### src/design/dswp_pkg.sv
// shared types, constants and helpers for the two-axis wave-drive positioner
`default_nettype none

package dswp_pkg;

  localparam int FUNC_W     = 2;
  localparam int CMD_W      = 8;
  localparam int MAX_W      = 16;
  localparam int COIL_W     = 4;
  localparam int POSITION_W = 16;
  localparam int PHASE_W    = 2;
  localparam int CFG_IDX_W  = 1;
  localparam int CFG_DATA_W = 16;

  localparam int POS_BITS_DEF = 16;

  // full-scale command value, the mapping divisor
  localparam int MAP_DIV = (1 << CMD_W) - 1;

  localparam logic [MAX_W-1:0] MAX_STEPS_RST = MAX_W'(2048);

  typedef enum logic [FUNC_W-1:0] {
    FUNC_TICK  = 2'd0,
    FUNC_SET_X = 2'd1,
    FUNC_SET_Y = 2'd2
  } func_e;

  localparam logic [CFG_IDX_W-1:0] REG_X_MAX = 1'd0;
  localparam logic [CFG_IDX_W-1:0] REG_Y_MAX = 1'd1;

  typedef struct packed {
    logic goal_we;
    logic tick;
  } axis_ctrl_t;

  // one-hot wave drive pattern, phase 0 drives the top coil
  function automatic logic [COIL_W-1:0] coil_of(input logic [PHASE_W-1:0] phase);
    coil_of = 4'b1000 >> phase;
  endfunction

endpackage

`default_nettype wire

### src/design/dswp_cmd_if.sv
// command channel: tick or set-target items
`default_nettype none

interface dswp_cmd_if
  import dswp_pkg::*;
();
  logic              valid;
  logic              ready;
  logic [FUNC_W-1:0] func;
  logic [CMD_W-1:0]  command_value;

  modport source (output valid, output func, output command_value, input ready);
  modport sink   (input valid, input func, input command_value, output ready);
endinterface

`default_nettype wire

### src/design/dswp_res_if.sv
// result channel: coil patterns and positions after a tick
`default_nettype none

interface dswp_res_if
  import dswp_pkg::*;
();
  logic                  valid;
  logic                  ready;
  logic [COIL_W-1:0]     coil_x;
  logic [COIL_W-1:0]     coil_y;
  logic [POSITION_W-1:0] position_x;
  logic [POSITION_W-1:0] position_y;

  modport source (output valid, output coil_x, output coil_y, output position_x,
                  output position_y, input ready);
  modport sink   (input valid, input coil_x, input coil_y, input position_x,
                  input position_y, output ready);
endinterface

`default_nettype wire

### src/design/dual_stepper_wave_positioner.sv
// top level of the two-axis wave-drive stepper positioner
//
//  channel | dir | payload                                   | transfer when
//  cmd     | in  | func, command_value                       | cmd.valid && cmd.ready
//  res     | out | coil_x, coil_y, position_x, position_y    | res.valid && res.ready
//  cfg     | in  | cfg_idx_i, cfg_data_i                     | cfg_we_i
//
// one item per cycle; two register stages from command transfer to result
// (input register, then mapping and axis update into the result register)
// a set item gives no result, a tick gives one once it has passed the input register and the result register
// reset clears targets, positions, phases and the pipeline; maxima return to 2048
// a stalled result freezes the whole pipe and drops cmd.ready
`default_nettype none

module dual_stepper_wave_positioner
  import dswp_pkg::*;
#(
  parameter int POS_BITS = POS_BITS_DEF
) (
  input  wire logic                  clk_i,
  input  wire logic                  rst_ni,
  input  wire logic                  cfg_we_i,
  input  wire logic [CFG_IDX_W-1:0]  cfg_idx_i,
  input  wire logic [CFG_DATA_W-1:0] cfg_data_i,
  dswp_cmd_if.sink                   cmd,
  dswp_res_if.source                 res
);

  logic                  advance;
  logic [MAX_W-1:0]      x_max_q;
  logic [MAX_W-1:0]      y_max_q;
  logic [MAX_W-1:0]      max_sel;
  logic                  s1_valid_q;
  logic [FUNC_W-1:0]     s1_func_q;
  logic                  s1_tick;
  logic [POS_BITS-1:0]   goal;
  axis_ctrl_t            ctrl_x;
  axis_ctrl_t            ctrl_y;
  logic [POS_BITS-1:0]   pos_x;
  logic [POS_BITS-1:0]   pos_y;
  logic [COIL_W-1:0]     coil_x;
  logic [COIL_W-1:0]     coil_y;
  logic                  res_valid_q;
  logic [COIL_W-1:0]     coil_x_q;
  logic [COIL_W-1:0]     coil_y_q;
  logic [POSITION_W-1:0] position_x_q;
  logic [POSITION_W-1:0] position_y_q;

  assign advance   = !res_valid_q || res.ready;
  assign cmd.ready = advance;

  always_ff @(posedge clk_i or negedge rst_ni) begin
    if (!rst_ni) begin
      x_max_q <= MAX_STEPS_RST;
      y_max_q <= MAX_STEPS_RST;
    end else if (cfg_we_i) begin
      unique case (cfg_idx_i)
        REG_X_MAX: x_max_q <= MAX_W'(cfg_data_i);
        REG_Y_MAX: y_max_q <= MAX_W'(cfg_data_i);
        default:   ;
      endcase
    end
  end

  assign max_sel = (cmd.func == FUNC_SET_Y) ? y_max_q : x_max_q;

  dswp_goal_map #(
    .POS_BITS (POS_BITS)
  ) u_goal_map (
    .clk_i  (clk_i),
    .en_i   (advance),
    .cmd_i  (cmd.command_value),
    .max_i  (max_sel),
    .goal_o (goal)
  );

  always_ff @(posedge clk_i or negedge rst_ni) begin
    if (!rst_ni) begin
      s1_valid_q  <= 1'b0;
      res_valid_q <= 1'b0;
    end else if (advance) begin
      s1_valid_q  <= cmd.valid;
      res_valid_q <= s1_tick;
    end
  end

  always_ff @(posedge clk_i) begin
    if (advance) begin
      s1_func_q <= cmd.func;
    end
  end

  assign s1_tick = s1_valid_q && (s1_func_q == FUNC_TICK);

  always_comb begin
    ctrl_x.goal_we = advance && s1_valid_q && (s1_func_q == FUNC_SET_X);
    ctrl_x.tick    = advance && s1_tick;
    ctrl_y.goal_we = advance && s1_valid_q && (s1_func_q == FUNC_SET_Y);
    ctrl_y.tick    = advance && s1_tick;
  end

  dswp_axis #(
    .POS_BITS (POS_BITS)
  ) u_axis_x (
    .clk_i  (clk_i),
    .rst_ni (rst_ni),
    .ctrl_i (ctrl_x),
    .goal_i (goal),
    .pos_o  (pos_x),
    .coil_o (coil_x)
  );

  dswp_axis #(
    .POS_BITS (POS_BITS)
  ) u_axis_y (
    .clk_i  (clk_i),
    .rst_ni (rst_ni),
    .ctrl_i (ctrl_y),
    .goal_i (goal),
    .pos_o  (pos_y),
    .coil_o (coil_y)
  );

  always_ff @(posedge clk_i) begin
    if (advance && s1_tick) begin
      coil_x_q     <= coil_x;
      coil_y_q     <= coil_y;
      position_x_q <= POSITION_W'(pos_x);
      position_y_q <= POSITION_W'(pos_y);
    end
  end

  assign res.valid      = res_valid_q;
  assign res.coil_x     = coil_x_q;
  assign res.coil_y     = coil_y_q;
  assign res.position_x = position_x_q;
  assign res.position_y = position_y_q;

  a_tick_gives_result : assert property (@(posedge clk_i) disable iff (!rst_ni)
    (advance && s1_tick) |=> res_valid_q)
    else $error("tick left the pipe without a result");

  a_set_gives_none : assert property (@(posedge clk_i) disable iff (!rst_ni)
    (advance && !s1_tick) |=> !res_valid_q)
    else $error("result appeared without a tick");

  a_result_held_in_stall : assert property (@(posedge clk_i) disable iff (!rst_ni)
    (res_valid_q && !res.ready) |=>
      (res_valid_q && $stable(position_x_q) && $stable(position_y_q)))
    else $error("stalled result changed before its transfer");

  a_one_goal_write : assert property (@(posedge clk_i) disable iff (!rst_ni)
    $onehot0({ctrl_x.goal_we, ctrl_y.goal_we, ctrl_x.tick}))
    else $error("more than one axis action in a cycle");

endmodule

`default_nettype wire

### src/design/dswp_goal_map.sv
// command to target: registered command and maximum, multiply, divide by full scale, clamp
`default_nettype none

module dswp_goal_map
  import dswp_pkg::*;
#(
  parameter int POS_BITS = POS_BITS_DEF
) (
  input  wire logic                clk_i,
  input  wire logic                en_i,
  input  wire logic [CMD_W-1:0]    cmd_i,
  input  wire logic [MAX_W-1:0]    max_i,
  output      logic [POS_BITS-1:0] goal_o
);

  localparam int PROD_W = CMD_W + MAX_W;
  localparam int SUM_W  = PROD_W + 1;
  localparam int QEST_W = SUM_W - CMD_W;
  localparam int REM_W  = PROD_W + 2;
  localparam int QUOT_W = MAX_W;
  localparam int CMP_W  = (POS_BITS > QUOT_W) ? POS_BITS : QUOT_W;

  logic [CMD_W-1:0]    cmd_q;
  logic [MAX_W-1:0]    max_q;
  logic [PROD_W-1:0]   prod;
  logic [SUM_W-1:0]    est;
  logic [QEST_W-1:0]   q_est;
  logic [QEST_W-1:0]   q_fix;
  logic [REM_W-1:0]    rem;
  logic [CMP_W-1:0]    quot;
  logic [CMP_W-1:0]    pos_max;

  always_ff @(posedge clk_i) begin
    if (en_i) begin
      cmd_q <= cmd_i;
      max_q <= max_i;
    end
  end

  always_comb begin
    prod  = PROD_W'(cmd_q) * PROD_W'(max_q);
    // x/255 ~ (x + x/256 + x/65536)/256, never above the true quotient and at most one below
    est   = SUM_W'(prod) + SUM_W'(prod >> CMD_W) + SUM_W'(prod >> (2 * CMD_W));
    q_est = QEST_W'(est >> CMD_W);
    rem   = REM_W'(prod) + REM_W'(q_est) - (REM_W'(q_est) << CMD_W);
    q_fix = q_est + ((rem >= REM_W'(MAP_DIV)) ? QEST_W'(1) : '0);
    quot    = CMP_W'(QUOT_W'(q_fix));
    pos_max = CMP_W'({POS_BITS{1'b1}});
    goal_o  = POS_BITS'((quot > pos_max) ? pos_max : quot);
  end

endmodule

`default_nettype wire

### src/design/dswp_axis.sv
// one axis: target, position and phase state with the single-step move
`default_nettype none

module dswp_axis
  import dswp_pkg::*;
#(
  parameter int POS_BITS = POS_BITS_DEF
) (
  input  wire logic                clk_i,
  input  wire logic                rst_ni,
  input  wire axis_ctrl_t          ctrl_i,
  input  wire logic [POS_BITS-1:0] goal_i,
  output      logic [POS_BITS-1:0] pos_o,
  output      logic [COIL_W-1:0]   coil_o
);

  logic [POS_BITS-1:0] goal_q;
  logic [POS_BITS-1:0] goal_d;
  logic [POS_BITS-1:0] pos_q;
  logic [POS_BITS-1:0] pos_d;
  logic [PHASE_W-1:0]  phase_q;
  logic [PHASE_W-1:0]  phase_d;

  always_comb begin
    goal_d  = ctrl_i.goal_we ? goal_i : goal_q;
    pos_d   = pos_q;
    phase_d = phase_q;
    if (ctrl_i.tick) begin
      if (pos_q > goal_q) begin
        pos_d   = pos_q - POS_BITS'(1);
        phase_d = phase_q - PHASE_W'(1);
      end else if (pos_q < goal_q) begin
        pos_d   = pos_q + POS_BITS'(1);
        phase_d = phase_q + PHASE_W'(1);
      end
    end
  end

  always_ff @(posedge clk_i or negedge rst_ni) begin
    if (!rst_ni) begin
      goal_q  <= '0;
      pos_q   <= '0;
      phase_q <= '0;
    end else begin
      goal_q  <= goal_d;
      pos_q   <= pos_d;
      phase_q <= phase_d;
    end
  end

  // values after this tick, captured by the result register
  assign pos_o  = pos_d;
  assign coil_o = coil_of(phase_d);

  a_hold_without_tick : assert property (@(posedge clk_i) disable iff (!rst_ni)
    !ctrl_i.tick |=> ($stable(pos_q) && $stable(phase_q)))
    else $error("axis state moved without a tick");

  a_idle_at_goal : assert property (@(posedge clk_i) disable iff (!rst_ni)
    (ctrl_i.tick && pos_q == goal_q) |=> $stable(phase_q))
    else $error("phase advanced while at target");

  a_phase_follows_up : assert property (@(posedge clk_i) disable iff (!rst_ni)
    (ctrl_i.tick && pos_q < goal_q) |=> (phase_q == $past(phase_q) + PHASE_W'(1)))
    else $error("phase did not advance with an upward step");

  a_phase_follows_down : assert property (@(posedge clk_i) disable iff (!rst_ni)
    (ctrl_i.tick && pos_q > goal_q) |=> (phase_q == $past(phase_q) - PHASE_W'(1)))
    else $error("phase did not retreat with a downward step");

endmodule

`default_nettype wire
### src/flat_wrapper.sv
// flat-port wrapper written by rule: the top's interface ports become plain ports
module dual_stepper_wave_positioner_flat import dswp_pkg::*;
#(
  parameter int POS_BITS = POS_BITS_DEF
)
  (clk_i, rst_ni, cfg_we_i, cfg_idx_i, cfg_data_i, cmd_valid, cmd_func, cmd_command_value, cmd_ready, res_valid, res_coil_x, res_coil_y, res_position_x, res_position_y, res_ready);
  dswp_cmd_if cmd_i ();
  dswp_res_if res_i ();
  input  wire logic clk_i;
  input  wire logic rst_ni;
  input  wire logic cfg_we_i;
  input  wire logic [CFG_IDX_W-1:0] cfg_idx_i;
  input  wire logic [CFG_DATA_W-1:0] cfg_data_i;
  input wire logic [$bits(cmd_i.valid)-1:0] cmd_valid;
  input wire logic [$bits(cmd_i.func)-1:0] cmd_func;
  input wire logic [$bits(cmd_i.command_value)-1:0] cmd_command_value;
  output wire logic [$bits(cmd_i.ready)-1:0] cmd_ready;
  output wire logic [$bits(res_i.valid)-1:0] res_valid;
  output wire logic [$bits(res_i.coil_x)-1:0] res_coil_x;
  output wire logic [$bits(res_i.coil_y)-1:0] res_coil_y;
  output wire logic [$bits(res_i.position_x)-1:0] res_position_x;
  output wire logic [$bits(res_i.position_y)-1:0] res_position_y;
  input wire logic [$bits(res_i.ready)-1:0] res_ready;
  assign cmd_i.valid = cmd_valid;
  assign cmd_i.func = cmd_func;
  assign cmd_i.command_value = cmd_command_value;
  assign cmd_ready = cmd_i.ready;
  assign res_valid = res_i.valid;
  assign res_coil_x = res_i.coil_x;
  assign res_coil_y = res_i.coil_y;
  assign res_position_x = res_i.position_x;
  assign res_position_y = res_i.position_y;
  assign res_i.ready = res_ready;
  dual_stepper_wave_positioner #(.POS_BITS(POS_BITS)) u_core (.clk_i(clk_i), .rst_ni(rst_ni), .cfg_we_i(cfg_we_i), .cfg_idx_i(cfg_idx_i), .cfg_data_i(cfg_data_i), .cmd(cmd_i), .res(res_i));
endmodule
### config.mk
export PLATFORM = sky130hd
export DESIGN_NAME = dual_stepper_wave_positioner_flat
export DESIGN_NICKNAME = d
export VERILOG_FILES = /design/src/design/dswp_pkg.sv /design/src/design/dswp_cmd_if.sv /design/src/design/dswp_res_if.sv /design/src/design/dual_stepper_wave_positioner.sv /design/src/design/dswp_goal_map.sv /design/src/design/dswp_axis.sv /design/src/flat_wrapper.sv
export SDC_FILE = /design/constraint.sdc
export NUM_CORES = 1
export LEC_CHECK = 0
export ABC_CLOCK_PERIOD_IN_PS = 27800
export BUFFER_PORTS_ARGS = -buffer_cell sky130_fd_sc_hd__buf_2
export CAP_MARGIN = 5
export CORE_MARGIN = 10
export CORE_UTILIZATION = 45
export DETAILED_ROUTE_END_ITERATION = 16
export MAX_ROUTING_LAYER = met4
export PLACE_DENSITY = 0.72
export SETUP_SLACK_MARGIN = 0.5
export SLEW_MARGIN = 15
export SYNTH_ARGS = -nofsm -noshare
export SYNTH_HDL_FRONTEND = slang
export SYNTH_SLANG_ARGS = --single-unit
### constraint.sdc
create_clock -name clk_i -period 27.8 [get_ports clk_i]
set_clock_uncertainty 0.1 [all_clocks]
set_input_delay 5.56 -clock clk_i [delete_from_list [all_inputs] [get_ports clk_i]]
set_output_delay 5.56 -clock clk_i [all_outputs]
set_load 0.01 [all_outputs]
==> metrics.csv <==
metric,value,unit
synth_compound_area_share,11.3,%
coreArea,0.0326,sq mm
synth_top_family_by_area,adder cells,
antenna_found_initial,0,
synth_edf_count,66,
fin_hold_ws,0.388,ns
start_kind,flip-flop,
drv_cap,0,
cts_max_path_buffers,2,
drt_iter0_markers,638,
clk_pin_slew,0.07,ns
layout-drive-gt1-share,12.4,%
clock_latency,0.43,ns
maxSlewHeadroom,34.2,%
synth_ff_type,dfrtp_1,
gp_congestion,0.951,
yosysUniqueCellTypes,82,
cts-root-buf,clkbuf_16,
ys.warnings.count,0,
path_buf_inv,9,
synth-simple-area-share,16.5,%
yosys_register_bits,168,
cp.required,28.01,ns
end_kind,flip-flop,
vias,11070,
outcome,finished clean,
syn-cell-area,0.0149,sq mm
place_area,0.0157,sq mm
io_pins,74,
h-tree-depth,4,
post_cts_buffers,0,
synthArstFlopShare,60.7,%
cp_slowest_stage_delay,0.70,ns
critPathArrivalTime,14.25,ns
final_nets,1843,
worstHoldPathCells,2,
hp-start,u_core.u_axis_x.goal_q[6],
grt_max_degree,73,
rr_startpoint,u_core.u_goal_map.cmd_q[4],
rsz0062_at_grt,false,
drt_wl_total,34500,um
final_max_slew_viol_count,0,
ys_seq_area_share,30.4,%
globalRoute.totalOverflow,0,
netlist_instances,1507,
synthTopCellsByArea,"dfrtp_1 17%, edfxtp_1 13%, fa_1 13%",
r2r_end,u_core.u_axis_x.goal_q[12],
routedWlPerCell,17.0,um
antenna_left,0,
critPathMaxFanout,16,
start_util,45.7,%
cts_tree,yes,
utilization,50.1,%
yosys.area.top_type,dfrtp_1,
hold_end,u_core.u_axis_x.goal_q[6],
crit_top_cell,inv_1,
synth_fp_nets,1778,
hold_buffers,0,
grt_pass1_wl,57900,um
fmax,0.0712,GHz
numPortBuffers,73,
final_cell_area,0.0163,sq mm
dp_hpwl,27100,um
die_w,202,um
fin_crit_sh,50.5,%
worstSetupPathType,reg2reg,
drc,0,
post_cts_resized,0,
setup_viol,0,
r2r_cells,53,
reg2reg_slack,13.76,ns
layout_common_cells,"190 x inv_1, 142 x ha_1, 115 x nand2_1, 106 x and2_1, 100 x dfrtp_1",
hold_violations,0,
final_common_cell,inv_1,
hold_class,reg2reg,
syn_avg_cell_area,9.89,sq um
synthAdderAreaFrac,25.0,%
rows,66,
routed_via_density,5.46,
setup-tns-final,0,ns
muxShareOfSynthArea,5.06,%
dieArea,0.0408,sq mm
tightestPinTransition,0.974,ns
fp.dieH,202,um
firstDrtPassIters,5,
synthDominantCellAreaShare,16.8,%
cts_made_buffers,17,
crit_family,adder cells,
synth_xor_area_share,6.04,%
crit_slowest_cell,edfxtp_1,
min_period,14.04,ns
syn2layout_area_growth,9.64,%
cts_sinks,168,
grt_pass1_vias,11448,
groute.usage.overall,17.9,%
## per-stage QoR
| step | std cells | worst slack, ns |
|---|---|---|
| after floorplan | 1507 | 15.07 |
| after global placement | 1995 | 14.25 |
| after detailed placement | 1995 | 13.96 |
| after CTS | 2027 | 13.87 |
| after global routing | 2027 | 12.81 |
| final | 2028 | 13.76 |
## worst register-to-register path, delay by kind of cell (launching register included)
family,cells,cell delay [ns]
AO/OA/AOI/OAI,13,2.77
AND/OR/NAND/NOR,16,4.04
multiplexers,1,0.28
XOR/XNOR,2,0.42
flip-flops,1,0.70
adder cells (fa/ha/maj),12,4.98
buffers and inverters,9,0.62
## final cells by class
type                            instances  area [sq um]
Fill cell                            2931         16300
Clock inverter                         13           144
Inverter                              192           721
Antenna cell                            1          2.50
Sequential cell                       168          4540
Multi-Input combinational cell       1113          9510
Tap cell                              442           553
Clock buffer                           19           453
Timing Repair Buffer                   80           420
## Yosys cell counts, types with 6 or more instances
cell type and instances:
a21o_1 31, nor3_1 20, o21bai_1 7, and3_1 16, or4_1 7, nand2b_1 24, nor2_1 56, xnor2_1 53
nor4_1 9, nand2_1 115, fa_1 97, and4_1 8, xor2_1 41, o21a_1 11, a31oi_1 7, ha_1 142
mux2i_1 9, o21ai_0 59, or3_1 6, inv_1 191, edfxtp_1 66, mux2_2 59, a21oi_1 63, clkbuf_1 31
nand3_1 36, o211ai_1 6, nand4_1 16, dfrtp_1 100, and2_1 106, a211oi_1 8, nor2b_1 20
## state kept, by name, indices dropped and copies added, names as in the netlist, 4 cells and up
register,cells
u_core.res.coil_x,4
u_core.res.coil_y,4
u_core.res.position_x,16
u_core.res.position_y,16
u_core.u_axis_x.goal_q,16
u_core.u_axis_x.pos_q,16
u_core.u_axis_y.goal_q,16
u_core.u_axis_y.pos_q,16
u_core.u_goal_map.cmd_q,8
u_core.u_goal_map.max_q,16
u_core.x_max_q,16
u_core.y_max_q,16
## routing by layer
metal | wire, um | track usage, % | vias up | part of all wire [%]
met4 | 779 | 5.83 | 0 | 2.3
met1 | 15700 | 22.6 | 5448 | 45
met5 | 0 | - | - | 0
met2 | 16500 | 29.2 | 289 | 48
met3 | 1540 | 2.38 | 39 | 4.5
li1 | - | - | 5294 | -
## kinds of logic after synthesis
kind of cell             Yosys count
adder cells (fa/ha/maj)          239
XOR/XNOR                          98
flip-flops                       168
AND/OR/NAND/NOR                  457
multiplexers                      68
buffers and inverters            226
AO/OA/AOI/OAI                    251
## how the worst max path moves through the flow
stage                               startpoint                    endpoint  slack (ns)  cells after the start
floorplan           u_core.u_goal_map.cmd_q[7]  u_core.u_axis_x.goal_q[12]       15.07                     55
global placement    u_core.u_goal_map.cmd_q[6]  u_core.u_axis_y.goal_q[12]       14.25                     53
detailed placement  u_core.u_goal_map.cmd_q[4]  u_core.u_axis_y.goal_q[10]       13.96                     53
CTS                 u_core.u_goal_map.cmd_q[4]  u_core.u_axis_x.goal_q[12]       13.87                     53
global route        u_core.u_goal_map.cmd_q[6]  u_core.u_axis_x.goal_q[12]       12.81                     53
finish              u_core.u_goal_map.cmd_q[4]  u_core.u_axis_x.goal_q[12]       13.76                     53
Power is left out: the tool's default activity adds up to more than one toggle a clock period on the data nets, which glitch-free logic cannot reach.
